<file path="src/design/hls_pkg.sv">
// Package for the hex literal scanner: widths, scan phase codes, result type
// and the hex digit decoder. No dependencies; used by every file in design/.
`timescale 1ns / 1ps

package hls_pkg;

	// Width of the accumulated value (8 to 64, a multiple of 4 is expected).
	localparam int VALUE_WIDTH = 64;
	localparam int OUT_WIDTH   = 64;
	localparam int COUNT_WIDTH = 8;

	// Scan phase codes.
	localparam logic [1:0] PH_IDLE   = 2'd0;
	localparam logic [1:0] PH_ZERO   = 2'd1;
	localparam logic [1:0] PH_DIGITS = 2'd2;

	// Characters that matter to the prefix.
	localparam logic [7:0] CH_ZERO    = 8'h30;
	localparam logic [7:0] CH_X_LOWER = 8'h78;
	localparam logic [7:0] CH_X_UPPER = 8'h58;

	// One result item as it travels from the scanner core to the output queue.
	typedef struct packed {
		logic [OUT_WIDTH-1:0]   literal_value;
		logic [COUNT_WIDTH-1:0] digit_count;
		logic                   upper_prefix;
		logic                   overflow;
	} hls_result_t;

	// Decoded character: a hex digit flag and its nibble value.
	typedef struct packed {
		logic       is_hex;
		logic [3:0] nibble;
	} hls_digit_t;

	function automatic hls_digit_t hex_decode(input logic [7:0] c);
		hls_digit_t d;
		d.is_hex = 1'b0;
		d.nibble = 4'd0;
		case (c) inside
			[8'h30:8'h39]: begin
				d.is_hex = 1'b1;
				d.nibble = c[3:0];
			end
			[8'h41:8'h46], [8'h61:8'h66]: begin
				d.is_hex = 1'b1;
				d.nibble = 4'(c[2:0] + 4'd9);
			end
			default: begin
				d.is_hex = 1'b0;
			end
		endcase
		return d;
	endfunction

endpackage

</file>
<file path="src/design/hls_if.sv">
// Channel interfaces of the hex literal scanner: byte input and result output.
// Depends on hls_pkg for the field widths.
`timescale 1ns / 1ps

interface hls_in_if;
	logic       valid;
	logic       ready;
	logic [7:0] char_in;
	logic       end_of_stream;

	modport source (output valid, output char_in, output end_of_stream, input ready);
	modport sink   (input valid, input char_in, input end_of_stream, output ready);
endinterface

interface hls_out_if;
	logic                            valid;
	logic                            ready;
	logic [hls_pkg::OUT_WIDTH-1:0]   literal_value;
	logic [hls_pkg::COUNT_WIDTH-1:0] digit_count;
	logic                            upper_prefix;
	logic                            overflow;

	modport source (output valid, output literal_value, output digit_count,
		output upper_prefix, output overflow, input ready);
	modport sink   (input valid, input literal_value, input digit_count,
		input upper_prefix, input overflow, output ready);
endinterface

</file>
<file path="src/design/hex_literal_scanner.sv">
// Top level of the hex literal scanner: joins the scanner core to the result
// queue. Depends on hls_pkg, hls_if, hls_core and hls_out_queue.
//
// Usage: bytes of a text stream enter on in_ch, one per accepted item, with
// end_of_stream set on the final byte. Each literal 0x/0X followed by hex
// digits yields one item on out_ch carrying its value (wrapping at the value
// width), its digit count (saturating at 255), the prefix case and a sticky
// overflow flag. A literal ends at the first non-hex byte or at end of stream.
// Timing: a result is written into the queue when the byte that ends the
// literal is accepted; out_ch.valid comes from the registered fill count.
// Throughput: one byte per cycle while the queue has room, set by the single
// register stage of the scan state. Stalls: a two-entry queue holds results;
// in_ch.ready stays high while the queue has a free entry, so input continues
// during an output stall and halts only when both entries are full.
// Reset: arst_n clears the scan state to idle and empties the queue.
`timescale 1ns / 1ps

module hex_literal_scanner (
	input  logic             clk,
	input  logic             arst_n,
	hls_in_if.sink           in_ch,
	hls_out_if.source        out_ch
);

	logic                 accept;
	logic                 emit;
	logic                 has_room;
	hls_pkg::hls_result_t core_result;
	hls_pkg::hls_result_t out_result;

	assign in_ch.ready = has_room;
	assign accept      = in_ch.valid && has_room;

	// Scan state and literal detection.
	hls_core u_core (
		.clk           (clk),
		.arst_n        (arst_n),
		.accept        (accept),
		.char_in       (in_ch.char_in),
		.end_of_stream (in_ch.end_of_stream),
		.emit          (emit),
		.result        (core_result)
	);

	// Result buffering toward the receiver.
	hls_out_queue u_queue (
		.clk       (clk),
		.arst_n    (arst_n),
		.push      (accept && emit),
		.push_data (core_result),
		.has_room  (has_room),
		.pop_valid (out_ch.valid),
		.pop_ready (out_ch.ready),
		.pop_data  (out_result)
	);

	assign out_ch.literal_value = out_result.literal_value;
	assign out_ch.digit_count   = out_result.digit_count;
	assign out_ch.upper_prefix  = out_result.upper_prefix;
	assign out_ch.overflow      = out_result.overflow;

endmodule

</file>
<file path="src/design/hls_core.sv">
// Scanner core: holds the scan state and, for each accepted byte, works out
// the next state and whether a literal ends. Depends on hls_pkg.
`timescale 1ns / 1ps

module hls_core (
	input  logic                 clk,
	input  logic                 arst_n,
	input  logic                 accept,
	input  logic [7:0]           char_in,
	input  logic                 end_of_stream,
	output logic                 emit,
	output hls_pkg::hls_result_t result
);

	logic [1:0]                        phase_q, phase_n;
	logic [hls_pkg::VALUE_WIDTH-1:0]   acc_q, acc_n;
	logic [hls_pkg::COUNT_WIDTH-1:0]   cnt_q, cnt_n;
	logic                              upper_q, upper_n;
	logic                              ovf_q, ovf_n;
	hls_pkg::hls_digit_t               dig;
	logic                              is_x;

	assign dig  = hls_pkg::hex_decode(char_in);
	assign is_x = (char_in == hls_pkg::CH_X_LOWER) || (char_in == hls_pkg::CH_X_UPPER);

	// Next state and literal end for the byte at the input.
	always_comb begin
		phase_n = phase_q;
		acc_n   = acc_q;
		cnt_n   = cnt_q;
		upper_n = upper_q;
		ovf_n   = ovf_q;
		emit    = 1'b0;
		case (phase_q)
			hls_pkg::PH_DIGITS: begin
				if (!dig.is_hex) begin
					emit    = 1'b1;
					phase_n = hls_pkg::PH_IDLE;
				end else begin
					ovf_n = ovf_q | (|acc_q[hls_pkg::VALUE_WIDTH-1 -: 4]);
					acc_n = {acc_q[hls_pkg::VALUE_WIDTH-5:0], dig.nibble};
					cnt_n = (&cnt_q) ? cnt_q : cnt_q + 1'b1;
					if (end_of_stream) begin
						emit    = 1'b1;
						phase_n = hls_pkg::PH_IDLE;
					end
				end
			end
			hls_pkg::PH_ZERO: begin
				if (is_x) begin
					phase_n = hls_pkg::PH_DIGITS;
					acc_n   = '0;
					cnt_n   = '0;
					upper_n = (char_in == hls_pkg::CH_X_UPPER);
					ovf_n   = 1'b0;
					if (end_of_stream) begin
						emit    = 1'b1;
						phase_n = hls_pkg::PH_IDLE;
					end
				end else begin
					phase_n = (char_in == hls_pkg::CH_ZERO && !end_of_stream) ?
						hls_pkg::PH_ZERO : hls_pkg::PH_IDLE;
				end
			end
			default: begin
				phase_n = (char_in == hls_pkg::CH_ZERO && !end_of_stream) ?
					hls_pkg::PH_ZERO : hls_pkg::PH_IDLE;
			end
		endcase
	end

	// The result always reflects the state after this byte.
	assign result.literal_value = hls_pkg::OUT_WIDTH'(acc_n);
	assign result.digit_count   = cnt_n;
	assign result.upper_prefix  = upper_n;
	assign result.overflow      = ovf_n;

	// Scan state advances only on an accepted item.
	always_ff @(posedge clk or negedge arst_n) begin
		if (!arst_n) begin
			phase_q <= hls_pkg::PH_IDLE;
			acc_q   <= '0;
			cnt_q   <= '0;
			upper_q <= 1'b0;
			ovf_q   <= 1'b0;
		end else if (accept) begin
			phase_q <= phase_n;
			acc_q   <= acc_n;
			cnt_q   <= cnt_n;
			upper_q <= upper_n;
			ovf_q   <= ovf_n;
		end
	end

endmodule

</file>
<file path="src/design/hls_out_queue.sv">
// Two-entry result queue that decouples the scanner from a stalling receiver.
// Depends on hls_pkg for the result type.
`timescale 1ns / 1ps

module hls_out_queue (
	input  logic                 clk,
	input  logic                 arst_n,
	input  logic                 push,
	input  hls_pkg::hls_result_t push_data,
	output logic                 has_room,
	output logic                 pop_valid,
	input  logic                 pop_ready,
	output hls_pkg::hls_result_t pop_data
);

	hls_pkg::hls_result_t slot_q [2];
	logic                 wr_ptr_q, rd_ptr_q;
	logic [1:0]           count_q;
	logic                 pop;

	assign has_room  = (count_q != 2'd2);
	assign pop_valid = (count_q != 2'd0);
	assign pop       = pop_valid && pop_ready;
	assign pop_data  = slot_q[rd_ptr_q];

	// Entry storage; no reset needed for payload.
	always_ff @(posedge clk) begin
		if (push) begin
			slot_q[wr_ptr_q] <= push_data;
		end
	end

	// Pointers and fill count.
	always_ff @(posedge clk or negedge arst_n) begin
		if (!arst_n) begin
			wr_ptr_q <= 1'b0;
			rd_ptr_q <= 1'b0;
			count_q  <= 2'd0;
		end else begin
			if (push) begin
				wr_ptr_q <= ~wr_ptr_q;
			end
			if (pop) begin
				rd_ptr_q <= ~rd_ptr_q;
			end
			case ({push, pop})
				2'b10:   count_q <= count_q + 2'd1;
				2'b01:   count_q <= count_q - 2'd1;
				default: count_q <= count_q;
			endcase
		end
	end

endmodule

</file>
<file path="src/flat_wrapper.sv">
// flat-port wrapper written by rule: the top's interface ports become plain ports
module hex_literal_scanner_flat 
  (clk, arst_n, in_ch_valid, in_ch_char_in, in_ch_end_of_stream, in_ch_ready, out_ch_valid, out_ch_literal_value, out_ch_digit_count, out_ch_upper_prefix, out_ch_overflow, out_ch_ready);
  hls_in_if in_ch_i ();
  hls_out_if out_ch_i ();
  input  logic clk;
  input  logic arst_n;
  input wire logic [$bits(in_ch_i.valid)-1:0] in_ch_valid;
  input wire logic [$bits(in_ch_i.char_in)-1:0] in_ch_char_in;
  input wire logic [$bits(in_ch_i.end_of_stream)-1:0] in_ch_end_of_stream;
  output wire logic [$bits(in_ch_i.ready)-1:0] in_ch_ready;
  output wire logic [$bits(out_ch_i.valid)-1:0] out_ch_valid;
  output wire logic [$bits(out_ch_i.literal_value)-1:0] out_ch_literal_value;
  output wire logic [$bits(out_ch_i.digit_count)-1:0] out_ch_digit_count;
  output wire logic [$bits(out_ch_i.upper_prefix)-1:0] out_ch_upper_prefix;
  output wire logic [$bits(out_ch_i.overflow)-1:0] out_ch_overflow;
  input wire logic [$bits(out_ch_i.ready)-1:0] out_ch_ready;
  assign in_ch_i.valid = in_ch_valid;
  assign in_ch_i.char_in = in_ch_char_in;
  assign in_ch_i.end_of_stream = in_ch_end_of_stream;
  assign in_ch_ready = in_ch_i.ready;
  assign out_ch_valid = out_ch_i.valid;
  assign out_ch_literal_value = out_ch_i.literal_value;
  assign out_ch_digit_count = out_ch_i.digit_count;
  assign out_ch_upper_prefix = out_ch_i.upper_prefix;
  assign out_ch_overflow = out_ch_i.overflow;
  assign out_ch_i.ready = out_ch_ready;
  hex_literal_scanner u_core (.clk(clk), .arst_n(arst_n), .in_ch(in_ch_i), .out_ch(out_ch_i));
endmodule
</file>
<file path="config.mk">
export PLATFORM = sky130hd
export DESIGN_NAME = hex_literal_scanner_flat
export DESIGN_NICKNAME = d
export VERILOG_FILES = /design/src/design/hls_pkg.sv /design/src/design/hls_if.sv /design/src/design/hex_literal_scanner.sv /design/src/design/hls_core.sv /design/src/design/hls_out_queue.sv /design/src/flat_wrapper.sv
export SDC_FILE = /design/constraint.sdc
export NUM_CORES = 1
export LEC_CHECK = 0
export BUFFER_PORTS_ARGS = -buffer_cell sky130_fd_sc_hd__clkbuf_2
export CAP_MARGIN = 20
export CORE_MARGIN = 2
export CORE_UTILIZATION = 59
export CTS_CLUSTER_SIZE = 14
export DETAILED_ROUTE_END_ITERATION = 16
export PLACE_DENSITY = 0.79
export RECOVER_POWER = 25
export SYNTH_ARGS = -nofsm -noshare
export SYNTH_HDL_FRONTEND = slang
export SYNTH_HIERARCHICAL = 1
export SYNTH_SLANG_ARGS = --single-unit
</file>
<file path="constraint.sdc">
create_clock -name clk -period 6.7 [get_ports clk]
set_clock_uncertainty 0.1 [all_clocks]
set_input_delay 0.335 -clock clk [delete_from_list [all_inputs] [get_ports clk]]
set_output_delay 0.335 -clock clk [all_outputs]
set_load 0.05 [all_outputs]
</file>
After elaboration in Yosys (flattened, before gate mapping)
Memory sizes are Yosys's and may differ from the RTL's.
Index checks and enable logic that the tools add are counted.
{"block": "totals", "regBits": 80, "ramBits": 148, "inputBits": 13, "out_inout_bits": 76, "wordCells": 75, "mem_count": 1}
{"block": "op_classes", "n_addsub": 4, "order_cmp": 6, "n_eq_ne": 9, "mux": 29, "bitwise": 3, "reduce_logical": 15}
{"memory": "u_core.u_queue.slot_q", "depth": 2, "word_bits": 74, "rd": 1, "rd_ports_with_merged_regs": 0, "wr": 1, "line": "hls_out_queue.sv:16", "source": "hls_pkg::hls_result_t slot_q [2];"}
{"op": "$mux W64", "count": 2}
{"op": "$pmux W64 S2", "count": 1}
{"op": "$mux W8", "count": 3}
{"op": "$eq A8 B7 Y1 const B", "count": 2}
{"op": "$ge A8 B7 Y1 const B", "count": 2}
{"op": "$le A8 B7 Y1 const B", "count": 2}
{"op": "$pmux W8 S2", "count": 1}
{"op": "$mux W1", "count": 12}
{"op": "$add A8 B1 Y8 const B", "count": 1}
{"op": "$eq A8 B6 Y1 const B", "count": 1}
{"op": "$ge A8 B6 Y1 const B", "count": 1}
{"op": "$le A8 B6 Y1 const B", "count": 1}
{"op": "$mux W2", "count": 4}
{"op": "$mux W4", "count": 2}
{"op": "$pmux W2 S2", "count": 2}
{"op": "$reduce_and A8 Y1", "count": 1}
{"op": "$logic_and A1 B1 Y1", "count": 7}
{"op": "$add A3 B4 Y4 const B", "count": 1}
{"op": "$eq A2 B1 Y1 const B", "count": 2}
{"op": "$eq A2 B2 Y1 const B", "count": 2}
{"op": "$pmux W1 S2", "count": 2}
{"op": "$reduce_bool A2 Y1", "count": 2}
{"op": "$reduce_or A4 Y1", "count": 1}
{"op": "$ne A3 B3 Y1 const B", "count": 1}
{"op": "9 further kinds", "count": 10}

Longest topological paths before layout
Gate-level depths: netlist of run 1.
{"block": "logic_depth", "word_depth": 10, "depth_mapped": 13, "mapped_depth_nobuf": 13}

Hierarchy
Netlist of run 1, hierarchy kept.
{"mod": "hls_out_queue", "instances": 1, "cells_each": 247, "area_per_inst_um2": 5738.0, "seq_area_each_um2": 4544.4}
{"mod": "hls_core", "instances": 1, "cells_each": 373, "area_per_inst_um2": 4149.0, "seq_area_each_um2": 1901.8}
{"mod": "hex_literal_scanner", "instances": 1, "cells_each": 2, "area_per_inst_um2": 12.5, "seq_area_each_um2": 0.0}

Worst setup path before layout of run 1
Ideal clock, no wire load.
{"block": "synth_path", "path_type": "input to register", "start": "input in_ch_char_in[1]", "end": "memory u_core/u_queue/slot_q[0][0] in the netlist's numbering, enable pin", "setup_time_ps": 507, "arrival_time_ps": 4878, "required_time_ps": 6093, "setup_slack_ps": 1214, "cell_stages": 10, "n_path_buf": 0, "cell_sequence": "inv_1 ha_1 or3b_1 o211a_1 nor2_1 o21ai_0 a21oi_1 and3_1 inv_1 nor2_1"}
{"block": "synth_between", "elab_chain_cells": 10, "word_cells_on_any_way": 21, "classes_between": "order compare: 6; eq/ne: 2; mux: 7; reduce/logical: 6"}
{"item": "from (decl)", "line": "flat_wrapper.sv:9", "source": "input wire logic [$bits(in_ch_i.char_in)-1:0] in_ch_char_in;"}
{"item": "$ge A8 B7 Y1 (not written as such) / $le A8 B7 Y1 (equally long branches)", "line": "hls_core.sv:23", "source": "assign dig = hls_pkg::hex_decode(char_in);"}
{"item": "$logic_and A1 B1 Y1 (not written as such)", "line": "hls_core.sv:23"}
{"item": "$reduce_or A2 Y1", "line": "hls_pkg.sv:40", "source": "case (c) inside"}
{"item": "$mux W1 (2 in a row)", "line": "hls_pkg.sv:40"}
{"item": "$mux W1", "line": "hls_core.sv:36", "source": "if (!dig.is_hex) begin"}
{"item": "$pmux W1 S2 (*)", "line": "hls_core.sv:34", "source": "case (phase_q)"}
{"item": "net u_core.emit", "line": "hex_literal_scanner.sv:26", "source": "logic emit;"}
{"item": "$logic_and A1 B1 Y1 (*)", "line": "hex_literal_scanner.sv:49", "source": ".push (accept && emit),"}
{"item": "$mux W1 (*)", "line": "hls_out_queue.sv:28", "source": "if (push) begin"}
{"item": "$mux W1 (not written as such) (*)", "line": "hls_out_queue.sv:29", "source": "slot_q[wr_ptr_q] <= push_data;"}
{"item": "to (decl)", "line": "hls_out_queue.sv:16"}
Mark *: on every way through the listed nets, which the timed path passes. The rest lies on a longest branch.

Worst setup path in the final report of run 1
{"block": "layout_path", "start": "register u_core.u_queue.rd_ptr_q", "end": "output out_ch_digit_count[1]"}
{"block": "layout_between", "elab_chain_cells": 1}
{"item": "from (decl)", "line": "hls_out_queue.sv:17", "source": "logic wr_ptr_q, rd_ptr_q;"}
{"item": "from (signal assigned)", "line": "hls_out_queue.sv:44", "source": "rd_ptr_q <= ~rd_ptr_q;"}
{"item": "$mem_v2 Z2 W74"}
{"item": "to (decl)", "line": "flat_wrapper.sv:14", "source": "output wire logic [$bits(out_ch_i.digit_count)-1:0] out_ch_digit_count;"}
Every way passes these cells.

==> impl_metrics.yaml, run 1 <==
run_status:
  outcome: "completed"
setup_path:
  r2r_cells: 6
  r2r_slack_ps: 3640
  worstReg2RegStart: "u_core/u_core/phase_q[0]$_DFFE_PN0P_"
  crit_path_end_kind: "output pin"
  crit_required_ps: 6260
  max_stage_delay_ps: 1200
  crit_arrival_ps: 3210
  critPathLaunchType: "flip-flop"
  worstPathMaxFanout: 47
  crit_chain: "buf_4 > mux2_2 > clkbuf_2"
  critPathSlowestCell: "dfrtp_1"
  r2r_end: "u_core/u_queue/slot_q[0][17]$_DFFE_PP_"
  path_class: "reg2out"
synthesis:
  synth_top_family_by_area: "compound AO/OA/AOI/OAI gates"
  synth.area.mux_share_pct: 10.6
  synth.top_cell.area_share_pct: 44.9
  synth-adder-area-share_pct: 1.01
  synth.most_common_cell: "edfxtp_1"
  synth_top_area_cell: "edfxtp_1"
  synth_edf_count: 148
  ys_warn_count: 6
  synth_compound_area_share_pct: 15.0
  synth_ff_type: "edfxtp_1"
  ys_ff_latch: 228
  synth-xor-area-share_pct: 0.619
  synth_area_leaders: "edfxtp_1, dfrtp_1, a22o_1"
  yosys-top-cells-count: "edfxtp_1, a22o_1, dfrtp_1"
  syn-instance-count: 622
  synth.net_count: 643
  synthSimpleGateAreaFrac_pct: 4.30
  ys_types: 60
  synth_area_um2: 9900
  avgSynthCellArea_um2: 15.9
  async_flop_share_pct: 35.1
  yosysSeqAreaShare_pct: 65.1
placed_design:
  dp_hpwl_mm: 11.6
  gp_congestion: 0.873
  portBuffers: 88
timing:
  relSlewSlack_pct: 13.1
  period_minus_slack_ps: 3650
  worst_pin_slew_ps: 1300
  hold_violations: 0
  max_freq_mhz: 274
  rsz0062_at_grt: "no"
  setup_violations: 0
  drv_slew: 0
  finalCritPeriodShare_pct: 54.5
  tns_ps: 0
clock_tree:
  numCtsBuffers: 23
  cts_tree: "yes"
  clkSinkCount: 228
  cts-root-buf: "clkbuf_16"
  clkSlewWorstSetupHoldPaths_ps: 60
  htree_levels: 1
  cts_setup_buffers: 0
  clk_latency_ps: 500
  cts_buffer_depth: 3
detailed_routing:
  drc: 0
  first_iter_violations: 483
  avgRoutedWirePerCell_um: 20.3
  routed_wl_mm: 19.1
  first_pass_iters: 4
  dr_total_vias: 5777
  antenna_left: 0
  vias_per_cell: 6.15
worst_hold_path:
  holdCritStartpoint: "out_ch_ready"
  hold_depth: 3
  holdPathEnd: "u_core/u_queue/rd_ptr_q$_DFFE_PN0P_"
  hold_path_class: "in2reg"
global_routing:
  met1_usage_pct: 30.1
  grtUsageMet3_pct: 3.12
  antenna_found_initial: 0
  grt-busiest-layer: "met2"
  grtUsageTotal_pct: 21.6
  use_met2_pct: 36.5
  grt_first_pass_wirelength_mm: 30.9
  grt_max_degree: 81
  grt_pass1_vias: 5801
  grt.overflow.total: 0
layout:
  drive_gt1_share_pct: 25.6
  utilization_pct: 67.3
  syn2layout_area_growth_pct: 11.9
  diodes: 0
  nets: 725
power_and_ir_drop:
  p_per_area_nw_per_um2: 248
  ir_drop_v: 0.000149
  power.leakage_nw: 4.51
floorplanning:
  fp-row-count: 47
  boundaryPins: 89
  die-area_um2: 17800
  die_height_um: 134
  initial_core_util_pct: 60.1
  die_x_um: 134
  core_um2: 16500
job:
  maxCapViolCount: 0
[worst max-delay path: cells and delay by family (launching register included)]
| kind | cells | cell delay, ps |
|---|---|---|
| buf+inv | 2 | 1010 |
| flops | 1 | 1200 |
| mux | 1 | 420 |
[kinds of logic after synthesis]
family,Yosys count
AND/OR/NAND/NOR,75
XOR/XNOR,7
buffers and inverters,51
AO/OA/AOI/OAI,176
adder cells (fa/ha/maj),8
flip-flops,228
multiplexers,77
[worst max-delay path by stage]
stage	from	end	slack, ps	cells past startpoint
after floorplan	in_ch_char_in[1]	u_core/u_queue/slot_q[0][0]$_DFFE_PP_	1210	10
after global placement	in_ch_char_in[1]	u_core/u_queue/slot_q[0][5]$_DFFE_PP_	2680	12
after detailed placement	in_ch_char_in[1]	u_core/u_queue/slot_q[0][5]$_DFFE_PP_	2510	12
after CTS	in_ch_char_in[1]	u_core/u_queue/slot_q[0][2]$_DFFE_PP_	3020	12
after global routing	u_core/u_queue/rd_ptr_q$_DFFE_PN0P_	out_ch_literal_value[62]	2880	3
final	u_core/u_queue/rd_ptr_q$_DFFE_PN0P_	out_ch_digit_count[1]	3050	3
[layout make-up]
| class | count | area [um^2] |
|---|---|---|
| repair buffers | 97 | 549 |
| flip-flops and latches | 228 | 6450 |
| fillers | 1184 | 5390 |
| clock buffers | 29 | 608 |
| multi-input cells | 343 | 3050 |
| inverters | 11 | 41.3 |
| well taps | 220 | 275 |
| clock inverters | 12 | 113 |
[cells in the final DEF (no fill, tap or decap), types with 3 or more instances in the layout]
| cell | count |
|---|---|
| a21oi_1 | 17 |
| a22o_1 | 125 |
| edfxtp_1 | 148 |
| mux2_1 | 25 |
| mux2_2 | 25 |
| clkbuf_16 | 23 |
| and3_1 | 3 |
| clkinv_1 | 4 |
| mux2_4 | 25 |
| o2bb2ai_1 | 3 |
| ha_1 | 8 |
| nor2_1 | 11 |
| clkinv_2 | 4 |
| inv_1 | 11 |
| buf_4 | 5 |
| a311oi_1 | 4 |
| nor4b_1 | 3 |
| nand2b_1 | 6 |
| xor2_1 | 4 |
| clkbuf_1 | 10 |
| dfrtp_1 | 80 |
| xnor2_1 | 3 |
| nand2_1 | 18 |
| nand3_1 | 10 |
| clkbuf_2 | 83 |
| a211o_1 | 3 |
[layer usage]
| layer | vias up | share of wire (%) | wire (um) |
|---|---|---|---|
| li1 | 2630 | - | - |
| met1 | 2919 | 43 | 8240 |
| met2 | 211 | 50 | 9560 |
| met3 | 17 | 5.7 | 1080 |
| met4 | 0 | 0.92 | 175 |
| met5 | - | 0 | 0 |
[metrics by stage]
stage	worst slack (ps)	power [mW]	hold slack (ps)	instances	cell area, um^2
final	3050	2.75	38.7	940	11100
after global routing	2880	2.83	27.0	940	11100
after CTS	3020	2.76	24.5	938	11100
after detailed placement	2510	1.55	381	896	10400
after global placement	2680	1.55	377	895	10400
after floorplan	1210	1.53	-60.6	622	9900
[report_power, final]
group	internal [mW]	leakage, nW	switching (mW)
sequential	1.49	2.47	0.00140
clock	0.720	0.356	0.501
combinational	0.0103	1.68	0.0249
[state kept, by name, indices dropped and copies added (netlist names)]
signal and cells:
u_core/u_queue/slot_q 148, u_core/u_core/acc_q 64, u_core/u_core/cnt_q 8, u_core/u_core/phase_q 2
u_core/u_queue/count_q 2, u_core/u_core/ovf_q 1, u_core/u_core/upper_q 1, u_core/u_queue/rd_ptr_q 1
u_core/u_queue/wr_ptr_q 1
[timing repair]
action                                 4_1_cts  5_1_grt
endpoints found under the hold margin       80        0
resized for setup                            0        0
hold buffers                                 1        0
No activity file was read; power rests on OpenSTA's default activity.
==> run 2, diff against run 1 <==
--- a/config.mk
+++ b/config.mk
@@ -8,10 +8,10 @@
 export BUFFER_PORTS_ARGS = -buffer_cell sky130_fd_sc_hd__clkbuf_2
 export CAP_MARGIN = 20
 export CORE_MARGIN = 2
-export CORE_UTILIZATION = 59
+export CORE_UTILIZATION = 54
 export CTS_CLUSTER_SIZE = 14
 export DETAILED_ROUTE_END_ITERATION = 16
-export PLACE_DENSITY = 0.79
+export PLACE_DENSITY = 0.76
 export RECOVER_POWER = 25
 export SYNTH_ARGS = -nofsm -noshare
 export SYNTH_HDL_FRONTEND = slang
==> constraint.sdc (replaced) <==
create_clock -name clk -period 3.1 [get_ports clk]
set_clock_uncertainty 0.1 [all_clocks]
set_input_delay 0.155 -clock clk [delete_from_list [all_inputs] [get_ports clk]]
set_output_delay 0.155 -clock clk [all_outputs]
set_load 0.05 [all_outputs]
==> impl_metrics.yaml, run 2 (synthesized netlist as in run 1, its figures left out) <==
detailed_routing:
  dr_total_vias: 5863
  drc: 0
  vias_per_cell: 6.11
  routed_wl_mm: 19.4
  antenna_left: 0
  first_pass_iters: 5
  avgRoutedWirePerCell_um: 20.2
  first_iter_violations: 598
power_and_ir_drop:
  power.share.clock_pct: 44.3
  combPwrFrac_pct: 1.3
  p_per_area_nw_per_um2: 524
  p_int_mw: 4.81
  p_seq_share_pct: 54.4
  total_power_mw: 5.92
  p_sw_mw: 1.11
  ir_drop_v: 0.000352
  power.leakage_nw: 4.45
  switching_share_pct: 18.8
layout:
  largest_register: "u_core/u_queue/slot_q"
  syn2layout_area_growth_pct: 14.0
  fillers: 1323
  diodes: 0
  layout_commonest_cell: "edfxtp_1"
  final_cell_mix: "edfxtp_1, a22o_1, dfrtp_1"
  layout.cells.non_filler: 960
  reg_top3: "u_core/u_queue/slot_q x148, u_core/u_core/acc_q x64, u_core/u_core/cnt_q x8"
  largest_reg_flops: 148
  nets: 736
  drive_gt1_share_pct: 26.3
global_routing:
  antenna_found_initial: 0
  grt_first_pass_wirelength_mm: 31.6
  grtUsageTotal_pct: 20.1
  grt_pass1_vias: 5959
  grt_max_degree: 81
  grt.overflow.total: 0
placed_design:
  dp_hpwl_mm: 12.3
  gp_congestion: 0.887
  dpl.cell_count: 913
  place_ws_ps: 193
  portBuffers: 88
clock_tree:
  cts_buffer_depth: 3
  cts-root-buf: "clkbuf_16"
  post_cts_resized: 0
  clkSinkCount: 228
  htree_levels: 1
  numCtsBuffers: 22
  clkSlewWorstSetupHoldPaths_ps: 60
  clk_latency_ps: 490
  cts_tree: "yes"
setup_path:
  r2r_end: "u_core/u_core/acc_q[56]$_DFFE_PN0P_"
  critPathLaunchType: "flip-flop"
  r2r_slack_ps: 290
  r2r_cells: 8
  crit_path_end_kind: "flip-flop"
  path_class: "reg2reg"
  worstReg2RegStart: "u_core/u_queue/count_q[0]$_DFFE_PN0P_"
  worstPathMaxFanout: 38
  crit_required_ps: 3380
  crit_arrival_ps: 3090
timing:
  max_freq_mhz: 356
  hold_violations: 0
  worst_pin_slew_ps: 1020
  setup_slack_ps: 291
  rsz0062_at_grt: "no"
  period_minus_slack_ps: 2810
  finalCritPeriodShare_pct: 90.6
  timing.hold.ws_ps: 25.4
  relSlewSlack_pct: 32.1
  setup_violations: 0
  drv_slew: 0
floorplanning:
  boundaryPins: 89
  die_height_um: 139
  die-area_um2: 19400
  fp-row-count: 49
  die_x_um: 139
  initial_core_util_pct: 55.1
  core_um2: 18000
worst_hold_path:
  holdCritStartpoint: "in_ch_valid"
  hold_path_class: "in2reg"
  holdPathEnd: "u_core/u_queue/wr_ptr_q$_DFFE_PN0P_"
  hold_depth: 3
job:
  maxCapViolCount: 0
run_status:
  outcome: "completed"
## run 2: how the worst max path moves through the flow
stage	slack, ps	end	from	cells after the start
6_report	290	u_core/u_core/acc_q[56]$_DFFE_PN0P_	u_core/u_queue/count_q[0]$_DFFE_PN0P_	8
5_1_grt	170	u_core/u_core/acc_q[61]$_DFFE_PN0P_	u_core/u_queue/count_q[0]$_DFFE_PN0P_	8
4_1_cts	450	u_core/u_queue/slot_q[0][11]$_DFFE_PP_	in_ch_char_in[2]	11
3_5_place_dp	190	u_core/u_queue/slot_q[0][17]$_DFFE_PP_	in_ch_char_in[1]	12
3_3_place_gp	270	u_core/u_queue/slot_q[0][22]$_DFFE_PP_	in_ch_char_in[1]	12
2_1_floorplan	-40	u_core/u_queue/slot_q[0][0]$_DFFE_PP_	in_ch_char_in[1]	10
## run 2: final cells by class
type	instances	area, um^2	share of cell area, %
Tap cell	229	287	2.54
Multi-Input combinational cell	343	3150	27.9
Timing Repair Buffer	109	622	5.51
Clock inverter	3	42.5	0.377
Inverter	11	56.3	0.499
Clock buffer	37	678	6.01
Sequential cell	228	6450	57.1
## run 2: metal layers
layer,up-vias,global-route usage [%],share of wire (%)
met2,187,35.0,51
met4,0,5.53,1.9
li1,2649,-,-
met5,-,0,0
met1,2999,26.3,42
met3,28,3.06,5.0
## run 2: worst max-delay path, stage by stage (launching register included)
cell      delay (ps)
dfrtp_1          400
nand2b_1         180
and2_0           460
inv_1            310
nor2_1           280
and2_1           300
nand2_2           90
buf_4            260
a22o_1           290
## run 2: power groups by stage
stage | sequential (mW) | combinational, mW | clock, mW
3_5_place_dp | 3.28 | 0.0770 | 0
3_3_place_gp | 3.28 | 0.0738 | 0
6_report | 3.22 | 0.0796 | 2.62
4_1_cts | 3.22 | 0.0821 | 2.68
2_1_floorplan | 3.28 | 0.0333 | 0
5_1_grt | 3.22 | 0.0889 | 2.80
## run 2: per-stage QoR
| stage | TNS [ps] | util [%] | instance area [um^2] |
|---|---|---|---|
| floorplan | -3170 | - | 9950 |
| finish | 0 | 62.8 | 11300 |
| CTS | 0 | 63.1 | 11300 |
| detailed placement | 0 | 58.9 | 10600 |
| global placement | 0 | 58.9 | 10600 |
| global route | 0 | 62.8 | 11300 |
## run 2: what timing repair did
item / CTS / global route
buffers inserted: 0 / 0
hold buffers: 5 / 1
endpoints found under the hold margin: 86 / 8
==> run 3, diff against run 2 <==
--- a/config.mk
+++ b/config.mk
@@ -5,6 +5,7 @@
 export SDC_FILE = /design/constraint.sdc
 export NUM_CORES = 1
 export LEC_CHECK = 0
+export ABC_AREA = 1
 export BUFFER_PORTS_ARGS = -buffer_cell sky130_fd_sc_hd__clkbuf_2
 export CAP_MARGIN = 20
 export CORE_MARGIN = 2
==> impl_metrics.yaml, run 3 <==
power_and_ir_drop:
  power.share.clock_pct: 24.5
  power.leakage_nw: 4.80
  p_seq_share_pct: 39.7
  total_power_mw: 9.94
  switching_share_pct: 41.8
  p_per_area_nw_per_um2: 866
  ir_drop_v: 0.000457
  p_int_mw: 5.78
  combPwrFrac_pct: 35.9
  p_sw_mw: 4.16
timing:
  max_freq_mhz: 373
  relSlewSlack_pct: 7.66
  worst_pin_slew_ps: 1390
  drv_slew: 0
  setup_violations: 0
  rsz0062_at_grt: "no"
  tns_ps: 0
  period_minus_slack_ps: 2680
  hold_violations: 0
  finalCritPeriodShare_pct: 86.4
  setup_slack_ps: 420
detailed_routing:
  first_iter_violations: 680
  first_pass_iters: 5
  antenna_left: 0
  drc: 0
  avgRoutedWirePerCell_um: 15.4
  dr_total_vias: 7416
  vias_per_cell: 5.41
  routed_wl_mm: 21.2
synthesis:
  synth_ff_type: "edfxtp_1"
  avgSynthCellArea_um2: 9.74
  ys_types: 33
  synth_area_um2: 10200
  ys_ff_latch: 228
  async_flop_share_pct: 35.1
  yosys-top-cells-count: "nand2_1, edfxtp_1, dfrtp_1"
  synth.most_common_cell: "nand2_1"
  synth_edf_count: 148
  synth_area_leaders: "edfxtp_1, dfrtp_1, nand2_1"
  syn-instance-count: 1049
  synth_top_area_cell: "edfxtp_1"
  synth.top_cell.area_share_pct: 43.5
  yosysSeqAreaShare_pct: 63.1
  synth.net_count: 1070
  ys_warn_count: 6
global_routing:
  met1_usage_pct: 28.9
  grt.overflow.total: 0
  use_met2_pct: 36.7
  grtUsageTotal_pct: 21.2
  grt-busiest-layer: "met2"
  grt_first_pass_wirelength_mm: 34.3
  grt_max_degree: 85
  antenna_found_initial: 0
  grtUsageMet3_pct: 2.94
  grt_pass1_vias: 6963
setup_path:
  path_class: "in2reg"
  crit_path_end_kind: "flip-flop"
  critPathTopFamily: "simple AND/OR/NAND/NOR gates"
  crit_required_ps: 3220
  max_stage_delay_ps: 650
  crit_arrival_ps: 2800
  crit_chain: "clkbuf_1 > inv_1 > ha_1 > o21ai_0 > nand2_1 > nand2_1 > clkbuf_1 > nand2_2 > buf_12 > nand3_1 > nand2_1"
  critPathSlowestCell: "nand2_2"
  path_common_cell: "nand2_1"
  path_buf_inv: 4
  critPathLaunchType: "input pin"
  worstPathMaxFanout: 43
placed_design:
  dp_hpwl_mm: 13.2
  dpl.cell_count: 1329
  place_ws_ps: 420
  portBuffers: 88
  place_area_um2: 10900
  gp_congestion: 0.900
clock_tree:
  cts_buffer_depth: 3
  cts-root-buf: "clkbuf_16"
  cts_tree: "yes"
  post_cts_resized: 0
  clkSinkCount: 228
  htree_levels: 1
  clk_latency_ps: 490
  numCtsBuffers: 22
  clkSlewWorstSetupHoldPaths_ps: 60
layout:
  reg_top3: "u_core/u_queue/slot_q x148, u_core/u_core/acc_q x64, u_core/u_core/cnt_q x8"
  drive_gt1_share_pct: 13.4
  multiInputGateArea_um2: 3300
  fillers: 1521
  layout.area.seq_um2: 6450
  diodes: 0
  layout.cells.non_filler: 1372
  layout_commonest_cell: "nand2_1"
  largest_register: "u_core/u_queue/slot_q"
  stdcell_area_um2: 11500
  largest_reg_flops: 148
  final_cell_mix: "nand2_1, edfxtp_1, dfrtp_1"
  nets: 1143
  syn2layout_area_growth_pct: 12.5
worst_hold_path:
  hold_path_class: "in2reg"
job:
  maxCapViolCount: 0
floorplanning:
  fp-row-count: 50
  boundaryPins: 89
  die_height_um: 142
  core_um2: 18600
  die-area_um2: 20000
  die_x_um: 142
  initial_core_util_pct: 54.8
run_status:
  outcome: "completed"
==> run 3: cell count changes after synthesis, moves of 12 or more <==
| cell | before | now |
|---|---|---|
| nand2_1 | 18 | 454 |
| clkbuf_1 | 4 | 16 |
| mux2_2 | 25 | 0 |
| nand3_2 | 0 | 22 |
| nor2_1 | 12 | 72 |
| a22o_1 | 125 | 0 |
| inv_1 | 11 | 34 |
| mux2_4 | 50 | 0 |
| a31oi_1 | 1 | 58 |
| nand3_1 | 10 | 63 |
==> run 3: power groups by stage <==
stage	Clock, mW	Sequential [mW]	Combinational, mW
floorplan	0	3.92	2.81
global placement	0	3.98	3.53
detailed placement	0	3.99	3.60
CTS	2.47	3.94	3.62
global route	2.60	3.98	3.88
finish	2.43	3.94	3.57
==> run 3: worst paths after layout <==
path | depth (start not counted) | slack, ps | from | to
worst max-delay path | 11 | 420 | in_ch_char_in[0] | u_core/u_queue/slot_q[0][67]$_DFFE_PP_
worst min-delay path | 4 | 30 | in_ch_valid | u_core/u_queue/wr_ptr_q$_DFFE_PN0P_
worst max register to register | 7 | 460 | u_core/u_queue/count_q[0]$_DFFE_PN0P_ | u_core/u_core/acc_q[5]$_DFFE_PN0P_
worst min register to register | 2 | 380 | u_core/u_core/upper_q$_DFFE_PN0P_ | u_core/u_core/upper_q$_DFFE_PN0P_
max in group asynchronous | 3 | 930 | arst_n | u_core/u_core/acc_q[23]$_DFFE_PN0P_
min in group asynchronous | 2 | 420 | arst_n | u_core/u_core/upper_q$_DFFE_PN0P_
==> run 3: what timing repair did <==
item	CTS	global route
endpoints found under the hold margin	53	0
hold buffers	3	0
setup buffers	0	0
==> run 3: cells by family (layout without fill, tap and decap cells) <==
family	count (synthesis)	after routing	synth area share [%]
xor gates and xnor gates	5	5	0.429
buffers and inverters	94	183	4.57
and+or+nand+nor	634	634	26.2
adders and majority gates	8	8	0.980
AOI/OAI and AO/OA	80	80	4.73
DFF	228	228	63.1
==> run 3: layout make-up <==
cell class / count / area share (%)
Sequential cell: 228 / 56.1
Multi-Input combinational cell: 727 / 28.8
Timing Repair Buffer: 105 / 5.61
Clock buffer: 28 / 5.17
Tap cell: 234 / 2.55
Inverter: 38 / 1.29
Clock inverter: 12 / 0.501
==> run 3: stage by stage <==
step	hold WS, ps	util, %
2_1_floorplan	-241	-
3_3_place_gp	140	58.2
3_5_place_dp	157	58.2
4_1_cts	27.6	61.9
5_1_grt	78.9	61.6
6_report	32.7	61.6
==> run 3: worst reg2reg max path, stage by stage, from the launching register on <==
cell,delay [ps]
dfrtp_1,400
inv_1,100
nand2_1,80
nand2_1,130
clkinvlp_2,750
inv_1,770
nand2_1,130
nand2_1,110
==> run 3: metal layers <==
metal  up-vias  routed length, um
met4         0                333
met3        24               1130
li1       3644                  -
met1      3539               9220
met2       209              10500
met5         -                  0
